File: config.mk
export PLATFORM = sky130hd
export DESIGN_NAME = command_stream_tokenizer_flat
export DESIGN_NICKNAME = d
export VERILOG_FILES = /design/src/sv/cst_pkg.sv /design/src/sv/cst_in_if.sv /design/src/sv/cst_out_if.sv /design/src/sv/command_stream_tokenizer.sv /design/src/sv/cst_classify.sv /design/src/sv/cst_state.sv /design/src/flat_wrapper.sv
export SDC_FILE = /design/constraint.sdc
export NUM_CORES = 1
export LEC_CHECK = 0
export ABC_AREA = 1
export ABC_CLOCK_PERIOD_IN_PS = 3800
export BUFFER_PORTS_ARGS = -buffer_cell sky130_fd_sc_hd__buf_2
export CAP_MARGIN = 15
export CORE_UTILIZATION = 61
export DETAILED_ROUTE_END_ITERATION = 10
export PLACE_DENSITY = 0.92
export SLEW_MARGIN = 30
export SYNTH_ARGS = -nofsm -noshare
export SYNTH_HDL_FRONTEND = slang
export SYNTH_SLANG_ARGS = --single-unit
File: constraint.sdc
create_clock -name clk -period 3.8 [get_ports clk]
set_clock_uncertainty 0.05 [all_clocks]
set_input_delay 0.38 -clock clk [delete_from_list [all_inputs] [get_ports clk]]
set_output_delay 0.38 -clock clk [all_outputs]
set_load 0.01 [all_outputs]
File: src/sv/cst_pkg.sv
// shared types and constants for the command stream tokenizer
// no dependencies; imported by the tokenizer, classify and state modules and the bench
`default_nettype none

package cst_pkg;

	localparam int MAX_NEST = 255;
	localparam int DEPTH_W  = $clog2(MAX_NEST + 1);

	localparam logic [7:0] CH_STMT_END   = 8'h3B;
	localparam logic [7:0] CH_CMD_SEP    = 8'h3A;
	localparam logic [7:0] CH_ARG_SEP    = 8'h2C;
	localparam logic [7:0] CH_ESC_OPEN   = 8'h7B;
	localparam logic [7:0] CH_ESC_CLOSE  = 8'h7D;
	localparam logic [7:0] CH_HIDDEN_SEP = 8'h06;
	localparam logic [7:0] CH_SPACE      = 8'h20;
	localparam logic [7:0] CH_DEL        = 8'h7F;

	typedef enum logic [2:0] {
		KIND_NONE  = 3'd0,
		KIND_CMD   = 3'd1,
		KIND_ARG   = 3'd2,
		KIND_BOUND = 3'd3,
		KIND_END   = 3'd4
	} kind_t;

	typedef enum logic [1:0] {
		ERR_NONE     = 2'd0,
		ERR_CMD_SEP  = 2'd1,
		ERR_UNMATCH  = 2'd2,
		ERR_OVERFLOW = 2'd3
	} err_t;

	typedef struct packed {
		logic [DEPTH_W-1:0] depth;
		logic               in_args;
	} tok_state_t;

	typedef struct packed {
		kind_t      kind;
		logic [7:0] char_value;
		logic       had_args;
		err_t       error_code;
	} tok_result_t;

endpackage

`default_nettype wire

File: src/sv/cst_in_if.sv
// input channel of the tokenizer: one raw byte per item
// depends on nothing but the valid/ready handshake
`default_nettype none

interface cst_in_if;
	logic       valid;
	logic       ready;
	logic [7:0] in_byte;

	modport source (output valid, output in_byte, input ready);
	modport sink (input valid, input in_byte, output ready);
endinterface

`default_nettype wire

File: src/sv/cst_out_if.sv
// output channel of the tokenizer: one classified token per item
// field widths follow the result fields of the block
`default_nettype none

interface cst_out_if;
	logic       valid;
	logic       ready;
	logic [2:0] kind;
	logic [7:0] char_value;
	logic       had_args;
	logic [1:0] error_code;

	modport source (output valid, output kind, output char_value, output had_args,
		output error_code, input ready);
	modport sink (input valid, input kind, input char_value, input had_args,
		input error_code, output ready);
endinterface

`default_nettype wire

File: src/sv/command_stream_tokenizer.sv
// command stream tokenizer: one byte in, one classified token out per item
// each byte is registered in stage 1 (byte_s1), its token then in the result register (res_s2)
// one item per cycle unless output stalls; the decision is one pass over the registered byte
// a stall on the output holds both stages; the input still takes an item while stage 1 is empty
// asynchronous reset clears valid flags, nesting depth and argument-part flag
// uses cst_pkg, cst_in_if, cst_out_if, cst_classify, cst_state
`default_nettype none

module command_stream_tokenizer (
	input wire logic clk,
	input wire logic arst_n,
	cst_in_if.sink   stream,
	cst_out_if.source tokens
);
	import cst_pkg::*;

	logic        valid_s1;
	logic [7:0]  byte_s1;
	logic        valid_s2;
	tok_result_t res_s2;
	logic        advance;
	tok_state_t  cur;
	tok_state_t  nxt;
	tok_result_t res;

	// stage 1 moves on whenever the result register is free or being emptied
	assign advance      = !valid_s2 || tokens.ready;
	assign stream.ready = advance || !valid_s1;

	always_ff @(posedge clk or negedge arst_n) begin
		if (!arst_n) begin
			valid_s1 <= 1'b0;
			valid_s2 <= 1'b0;
		end else begin
			if (stream.ready)
				valid_s1 <= stream.valid;
			if (advance)
				valid_s2 <= valid_s1;
		end
	end

	always_ff @(posedge clk) begin
		if (stream.ready && stream.valid)
			byte_s1 <= stream.in_byte;
		if (advance && valid_s1)
			res_s2 <= res;
	end

	cst_classify u_classify (
		.in_byte (byte_s1),
		.cur     (cur),
		.nxt     (nxt),
		.res     (res)
	);

	cst_state u_state (
		.clk    (clk),
		.arst_n (arst_n),
		.update (advance && valid_s1),
		.nxt    (nxt),
		.cur    (cur)
	);

	assign tokens.valid      = valid_s2;
	assign tokens.kind       = res_s2.kind;
	assign tokens.char_value = res_s2.char_value;
	assign tokens.had_args   = res_s2.had_args;
	assign tokens.error_code = res_s2.error_code;

endmodule

`default_nettype wire

File: src/sv/cst_classify.sv
// per-byte decision: token result and next nesting/part state
// uses cst_pkg for character codes, kinds, errors and state types
`default_nettype none

module cst_classify (
	input  wire logic [7:0]          in_byte,
	input  wire cst_pkg::tok_state_t cur,
	output cst_pkg::tok_state_t      nxt,
	output cst_pkg::tok_result_t     res
);
	import cst_pkg::*;

	logic               esc;
	logic               dropped;
	logic               at_max;
	logic [DEPTH_W-1:0] depth_dec;
	tok_result_t        char_res;
	logic [7:0]         char_in;

	assign esc       = (cur.depth != '0);
	assign at_max    = (cur.depth >= DEPTH_W'(MAX_NEST));
	assign depth_dec = cur.depth - DEPTH_W'(1);
	assign dropped   = (in_byte < CH_SPACE) || (in_byte == CH_DEL) || (in_byte == CH_SPACE);

	// kept character goes to whichever part is active
	always_comb begin
		char_in = (esc && in_byte == CH_ARG_SEP) ? CH_HIDDEN_SEP : in_byte;
		char_res = '{kind: KIND_CMD, char_value: char_in, had_args: 1'b0,
			error_code: ERR_NONE};
		if (cur.in_args) begin
			char_res.kind = KIND_ARG;
			if (char_in == CH_HIDDEN_SEP)
				char_res.char_value = CH_ARG_SEP;
		end
	end

	always_comb begin
		nxt = cur;
		res = '{kind: KIND_NONE, char_value: 8'h00, had_args: 1'b0, error_code: ERR_NONE};
		case (in_byte)
			CH_STMT_END: begin
				if (esc) begin
					res = char_res;
				end else begin
					res.kind     = KIND_END;
					res.had_args = cur.in_args;
					nxt.depth    = '0;
					nxt.in_args  = 1'b0;
				end
			end
			CH_CMD_SEP: begin
				if (esc)
					res = char_res;
				else if (cur.in_args)
					res.error_code = ERR_CMD_SEP;
				else
					nxt.in_args = 1'b1;
			end
			CH_ESC_OPEN: begin
				if (at_max) begin
					nxt.depth      = DEPTH_W'(MAX_NEST);
					res.error_code = ERR_OVERFLOW;
				end else begin
					if (esc)
						res = char_res;
					nxt.depth = cur.depth + DEPTH_W'(1);
				end
			end
			CH_ESC_CLOSE: begin
				if (!esc) begin
					res.error_code = ERR_UNMATCH;
				end else begin
					nxt.depth = depth_dec;
					if (depth_dec != '0)
						res = char_res;
				end
			end
			default: begin
				if (esc)
					res = char_res;
				else if (dropped)
					res.kind = KIND_NONE;
				else if (in_byte == CH_ARG_SEP && cur.in_args)
					res.kind = KIND_BOUND;
				else
					res = char_res;
			end
		endcase
	end

endmodule

`default_nettype wire

File: src/sv/cst_state.sv
// nesting depth and argument-part flag of the tokenizer
// uses cst_pkg for the state type; cleared by reset and updated per item
`default_nettype none

module cst_state (
	input  wire logic                clk,
	input  wire logic                arst_n,
	input  wire logic                update,
	input  wire cst_pkg::tok_state_t nxt,
	output cst_pkg::tok_state_t      cur
);
	import cst_pkg::*;

	tok_state_t state_q;

	always_ff @(posedge clk or negedge arst_n) begin
		if (!arst_n) begin
			state_q <= '0;
		end else if (update) begin
			state_q <= nxt;
		end
	end

	assign cur = state_q;

endmodule

`default_nettype wire

File: src/flat_wrapper.sv
// flat-port wrapper written by rule: the top's interface ports become plain ports
module command_stream_tokenizer_flat import cst_pkg::*;
  (clk, arst_n, stream_valid, stream_in_byte, stream_ready, tokens_valid, tokens_kind, tokens_char_value, tokens_had_args, tokens_error_code, tokens_ready);
  cst_in_if stream_i ();
  cst_out_if tokens_i ();
  input wire logic clk;
  input wire logic arst_n;
  input wire logic [$bits(stream_i.valid)-1:0] stream_valid;
  input wire logic [$bits(stream_i.in_byte)-1:0] stream_in_byte;
  output wire logic [$bits(stream_i.ready)-1:0] stream_ready;
  output wire logic [$bits(tokens_i.valid)-1:0] tokens_valid;
  output wire logic [$bits(tokens_i.kind)-1:0] tokens_kind;
  output wire logic [$bits(tokens_i.char_value)-1:0] tokens_char_value;
  output wire logic [$bits(tokens_i.had_args)-1:0] tokens_had_args;
  output wire logic [$bits(tokens_i.error_code)-1:0] tokens_error_code;
  input wire logic [$bits(tokens_i.ready)-1:0] tokens_ready;
  assign stream_i.valid = stream_valid;
  assign stream_i.in_byte = stream_in_byte;
  assign stream_ready = stream_i.ready;
  assign tokens_valid = tokens_i.valid;
  assign tokens_kind = tokens_i.kind;
  assign tokens_char_value = tokens_i.char_value;
  assign tokens_had_args = tokens_i.had_args;
  assign tokens_error_code = tokens_i.error_code;
  assign tokens_i.ready = tokens_ready;
  command_stream_tokenizer u_core (.clk(clk), .arst_n(arst_n), .stream(stream_i), .tokens(tokens_i));
endmodule
# Yosys cells after proc, flatten, opt, wreduce, memory -nomap -nowiden
# Index checks and enable logic that the tools add are counted.
word_totals:
  ff_bits: 33
  elab_cells: 67
  inputBits: 12
op_classes:
  muxes: 27
  add_sub_neg: 2
  n_lt_le_gt_ge: 2
  eq_ne: 11
  n_reduce_logical: 16
op_table:
  columns: ["operator", "count"]
  rows:
  - ["$pmux W14 S4", 1]
  - ["$mux W14", 3]
  - ["$mux W8", 5]
  - ["$mux W12", 3]
  - ["$eq A8 B6 Y1 const B", 4]
  - ["$eq A8 B7 Y1 const B", 3]
  - ["$pmux W8 S3", 1]
  - ["$mux W11", 2]
  - ["$reduce_bool A8 Y1", 2]
  - ["$mux W10", 1]
  - ["$mux W3", 3]
  - ["$mux W9", 1]
  - ["$add A8 B1 Y8 const B", 1]
  - ["$eq A8 B3 Y1 const B", 1]
  - ["$ge A8 B8 Y1 const B", 1]
  - ["$lt A8 B6 Y1 const B", 1]
  - ["$reduce_and A4 Y1", 2]
  - ["$sub A8 B1 Y8 const B", 1]
  - ["$mux W2", 3]
  - ["$ne A2 B2 Y1 const B", 3]
  - ["$logic_and A1 B1 Y1", 4]
  - ["$logic_or A1 B1 Y1", 4]
  - ["$mux W1", 3]
  - ["$reduce_bool A3 Y1", 1]
  - ["other kinds (3)", 4]

# Depth between registers and ports, before layout
depth:
  word_depth: 10
  ltp_mapped: 12
  depth_no_buf: 11

# By module
# Synthesis repeated with hierarchy kept, for this count alone.
hier_totals:
  cells_unflattened: 264
  area_unflattened_um2: 2128.3
modules_own_cells:
  columns: ["mod", "cells_each", "area_each_um2", "n_inst"]
  rows:
  - ["cst_classify", 192, 1031.0, 1]
  - ["command_stream_tokenizer", 34, 755.7, 1]
  - ["cst_state", 38, 341.6, 1]

# Least setup slack after synthesis
# Ideal clock, no wire load.
synth_timing:
  kind: "register to register"
  from: "reg u_core.u_state.state_q, in the netlist u_core.u_state.cur[1]"
  to: "reg u_core.res_s2, in the netlist u_core.tokens.char_value[3], data pin"
  path_buffers: 0
  arrival_ns: 1.507
  required_ns: 3.494
  setup_slack_ns: 1.987
  path_stages_with_launch: 12
  cell_sequence: "dfrtp_1 -> inv_1 -> ha_1 -> nand3_1 -> nor2_2 -> inv_2 -> nand2_1 -> a21oi_1 -> nand2_1 -> nand2_1 -> nand2_1 -> nand2_1"
synth_rtl:
  columns: ["element", "line_no", "rtl"]
  rows:
  - ["from (decl)", "cst_state.sv:14", "tok_state_t state_q;"]
  - ["from (signal assigned)", "cst_state.sv:20", "state_q <= nxt;"]
  - ["to (signal assigned)", "command_stream_tokenizer.sv:46", "res_s2 <= res;"]
  - ["to (decl)", "command_stream_tokenizer.sv:20", "tok_result_t res_s2;"]

# Final worst setup path
layout_timing:
  from: "reg u_core.u_state.state_q, in the netlist u_core.u_state.cur[1]"
  to: "reg u_core.u_state.state_q, in the netlist u_core.u_state.cur[8]"
layout_via:
  elab_chain_len: 3
  elab_cells_between_ends: 10
  classes_between: "add/sub: 2; order compare: 1; eq/ne: 2; mux: 3; reduce/logical: 2"
layout_lines:
  columns: ["element", "line_no", "rtl"]
  rows:
  - ["$sub A8 B1 Y8 (tied with other cells)", "cst_classify.sv:22", "assign depth_dec = cur.depth - DEPTH_W'(1);"]
  - ["$mux W8 (tied with other cells)", "cst_classify.sv:70", "if (!esc) begin"]
  - ["$pmux W8 S3 or $reduce_and A4 Y1 (tied branches)", null, null]
# Several ways; a longest one is shown, not always the timed one. The select of a mux whose other input is x is not followed.
# A chain may end at the register's enable or synchronous reset.

==> run metrics <==
Pre-antenna DRT Iters=5; worst path required time=4.02 ns; slowest stage delay, CP=0.43 ns; worst vdd ir=0.000285 V; CTS Hold Buffers Added=1; total power=882 µW; number of nets with antenna violations after routing=0; final WL=3880 µm; area grow syn2layout=12.5%; detail-routed via count per cell=5.48; CTS Root Cell=clkbuf_4; internal power=628 µW; routability cong.=0.981; die area=3470 µm²; fin crit period=2.06 ns; yosys warns=0; Worst-path clk slew=0.11 ns; Num CTS Buffers=5; Clk Latency, worst-skew pair=0.33 ns; PD cells=397 nW/µm²; post-route setup TNS=0 ns; fin crit share=54.3%; via count=1733; number of H-tree branching levels=2; worst hold slack=0.176 ns; IO Pins=28; Die Width=58.9 µm; Post-CTS Setup Bufs=0; port bufs=27; DR iter-0 viols=96; Slew Limit Fails=0; most frequent cells in the layout=59 x nand2_1, 27 x buf_2, 24 x nand3_1, 22 x edfxtp_1, 21 x inv_1; Slew HR=65.8%; Final #Nets=287; max cap viols=0; leak pwr=0.00102 µW; Min-Delay Path Class=in -> reg; Fmax=485 MHz; Residual DRC=0; Area contributors post-synth=edfxtp_1 33%, dfrtp_1 14%, nand2_1 11%; slowest CP cell=dfrtp_1; grt total ovfl=0; first-pass GRT wire length=6470 µm; WP data arrival=2.28 ns; slew of the pin with the lowest slew margin=0.512 ns; Unique masters post-synth=30; switching share of power=28.8%; Flop pwr share=52.6%; most frequent CP cell=nand3_1; Clock power frac=28.3%; Finish-stage setup viols=0; synthesized instance count=239; dpl cell area=2140 µm²; antenna violations before repair=0; initial core utilization=64.8%; largest net degree at the start of global routing=15; Longest Clk Path Bufs=2; total track usage=25.5%; Final Hold Fails=0; largest fanout on the critical path=13; number of filler cells placed in the layout=244; CP bufs+invs=2; RSZ-0062 raised after global routing=false; mapped cell area=1980 µm²; CP startpoint kind=register; CP delay by family, top=simple AND/OR/NAND/NOR gates; Setup crit end kind=register; Final Instance Area=2220 µm²; layout cells sized above 1=23.5%; CTS tree=done; clock sink total=33; core area=3050 µm²; dominant cell type by area after synthesis=edfxtp_1; synthesized flop and latch total=33; diode count=0; CTS resizes=0; top-area cell type share of the netlist area=33.4%; Mean Syn Cell Area=8.27 µm²; WL per Instance=12.3 µm; vias in the first global route=1467; Cell Rows=20; Die Ht=58.9 µm; critical path class=reg -> reg; syn nets=255; dpl hpwl=2920 µm; outcome=completed; most common cell after layout, fill and taps aside=nand2_1; sequential share of the synthesized area=47.3%; sw power=254 µW; CP Cell Sequence=inv_1 > ha_1 > nand3_1 > nor2_2 > nand3_1 > nand2_1 > nand2_4 > inv_4 > o21ai_0 > o21ai_2; Comb power frac=19.0%
-- worst register-to-register path, delay by kind of cell (launching register included) --
kind            cells  cell delay [ns]
compound gates      2             0.20
flops               1             0.43
buf+inv             2             0.38
simple gates        5             0.74
fa+ha+maj           1             0.20
-- synth_stat cells --
library cell,count
edfxtp_1,22
nor4_1,1
o31ai_1,3
nor2_1,20
and2_1,1
dfrtp_1,11
nor2_4,3
buf_2,1
nand4_1,7
inv_2,8
o21ai_2,6
xnor2_1,2
clkbuf_1,1
nand2_2,7
nand2_4,1
nor3_1,3
o221ai_1,1
a31oi_1,1
nor2_2,4
a21oi_1,15
inv_4,1
a22oi_1,1
nand2_1,59
nand3_1,24
o21ai_1,1
ha_1,4
nand3_2,1
inv_1,21
buf_12,1
o21ai_0,8
-- cell families after synthesis --
| family | count (synthesis) | share of synthesized area (%) |
|---|---|---|
| simple gates | 131 | 30.9 |
| compound gates | 36 | 11.0 |
| buf+inv | 33 | 7.28 |
| flops | 33 | 47.3 |
| fa+ha+maj | 4 | 2.53 |
| xor+xnor | 2 | 0.886 |
-- layer usage --
metal / track usage [%] / vias to the layer above / share of wire (%)
met3: 9.23 / 8 / 9.8
met5: 0 / - / 0
met1: 34.9 / 753 / 44
li1: - / 868 / -
met4: 10.9 / 0 / 1.8
met2: 36.7 / 104 / 44
-- state kept, by name (all words and copies together), names as in the netlist --
register / flops
u_core.u_state.cur: 9
u_core.tokens.kind: 3
u_core.tokens.char_value: 8
u_core.valid_s1: 1
u_core.tokens.error_code: 2
u_core.byte_s1: 8
u_core.tokens.valid: 1
u_core.tokens.had_args: 1
-- stage by stage --
| step | cells | util [%] | setup slack [ns] |
|---|---|---|---|
| detailed placement | 307 | 70.0 | 1.78 |
| floorplan | 239 | - | 1.99 |
| finish | 316 | 72.8 | 1.74 |
| CTS | 316 | 72.8 | 1.76 |
| global placement | 307 | 70.0 | 1.79 |
| global route | 316 | 72.8 | 1.56 |
-- power groups by stage --
stage                     registers [µW]  clock network [µW]  logic, µW
after floorplan                      471                   0        116
after global placement               471                   0        165
after detailed placement             471                   0        166
after CTS                            463                 253        167
after global routing                 471                 267        190
final                                464                 250        168
-- area by class of cell --
cell class	count	area, µm²	share of cell area [%]
Sequential cell	33	936	42.1
Clock inverter	2	33.8	1.52
Timing Repair Buffer	28	145	6.53
Inverter	30	115	5.18
Multi-Input combinational cell	173	897	40.3
Clock buffer	6	41.3	1.86
Tap cell	44	55.1	2.48
-- path summary, 6_finish.rpt --
check                                      start  cells past startpoint  slack (ns)                           to
max                        u_core.u_state.cur[1]                     10        1.74        u_core.u_state.cur[8]
min                            stream_in_byte[3]                      1        0.18            u_core.byte_s1[3]
max reg2reg                u_core.u_state.cur[1]                     10        1.74        u_core.u_state.cur[8]
min reg2reg                    u_core.byte_s1[7]                      0        0.48  u_core.tokens.char_value[7]
max in group asynchronous                 arst_n                      2        3.11        u_core.u_state.cur[7]
min in group asynchronous                 arst_n                      2        0.37        u_core.u_state.cur[1]
Note: power is estimated with default switching activity, not from simulation.
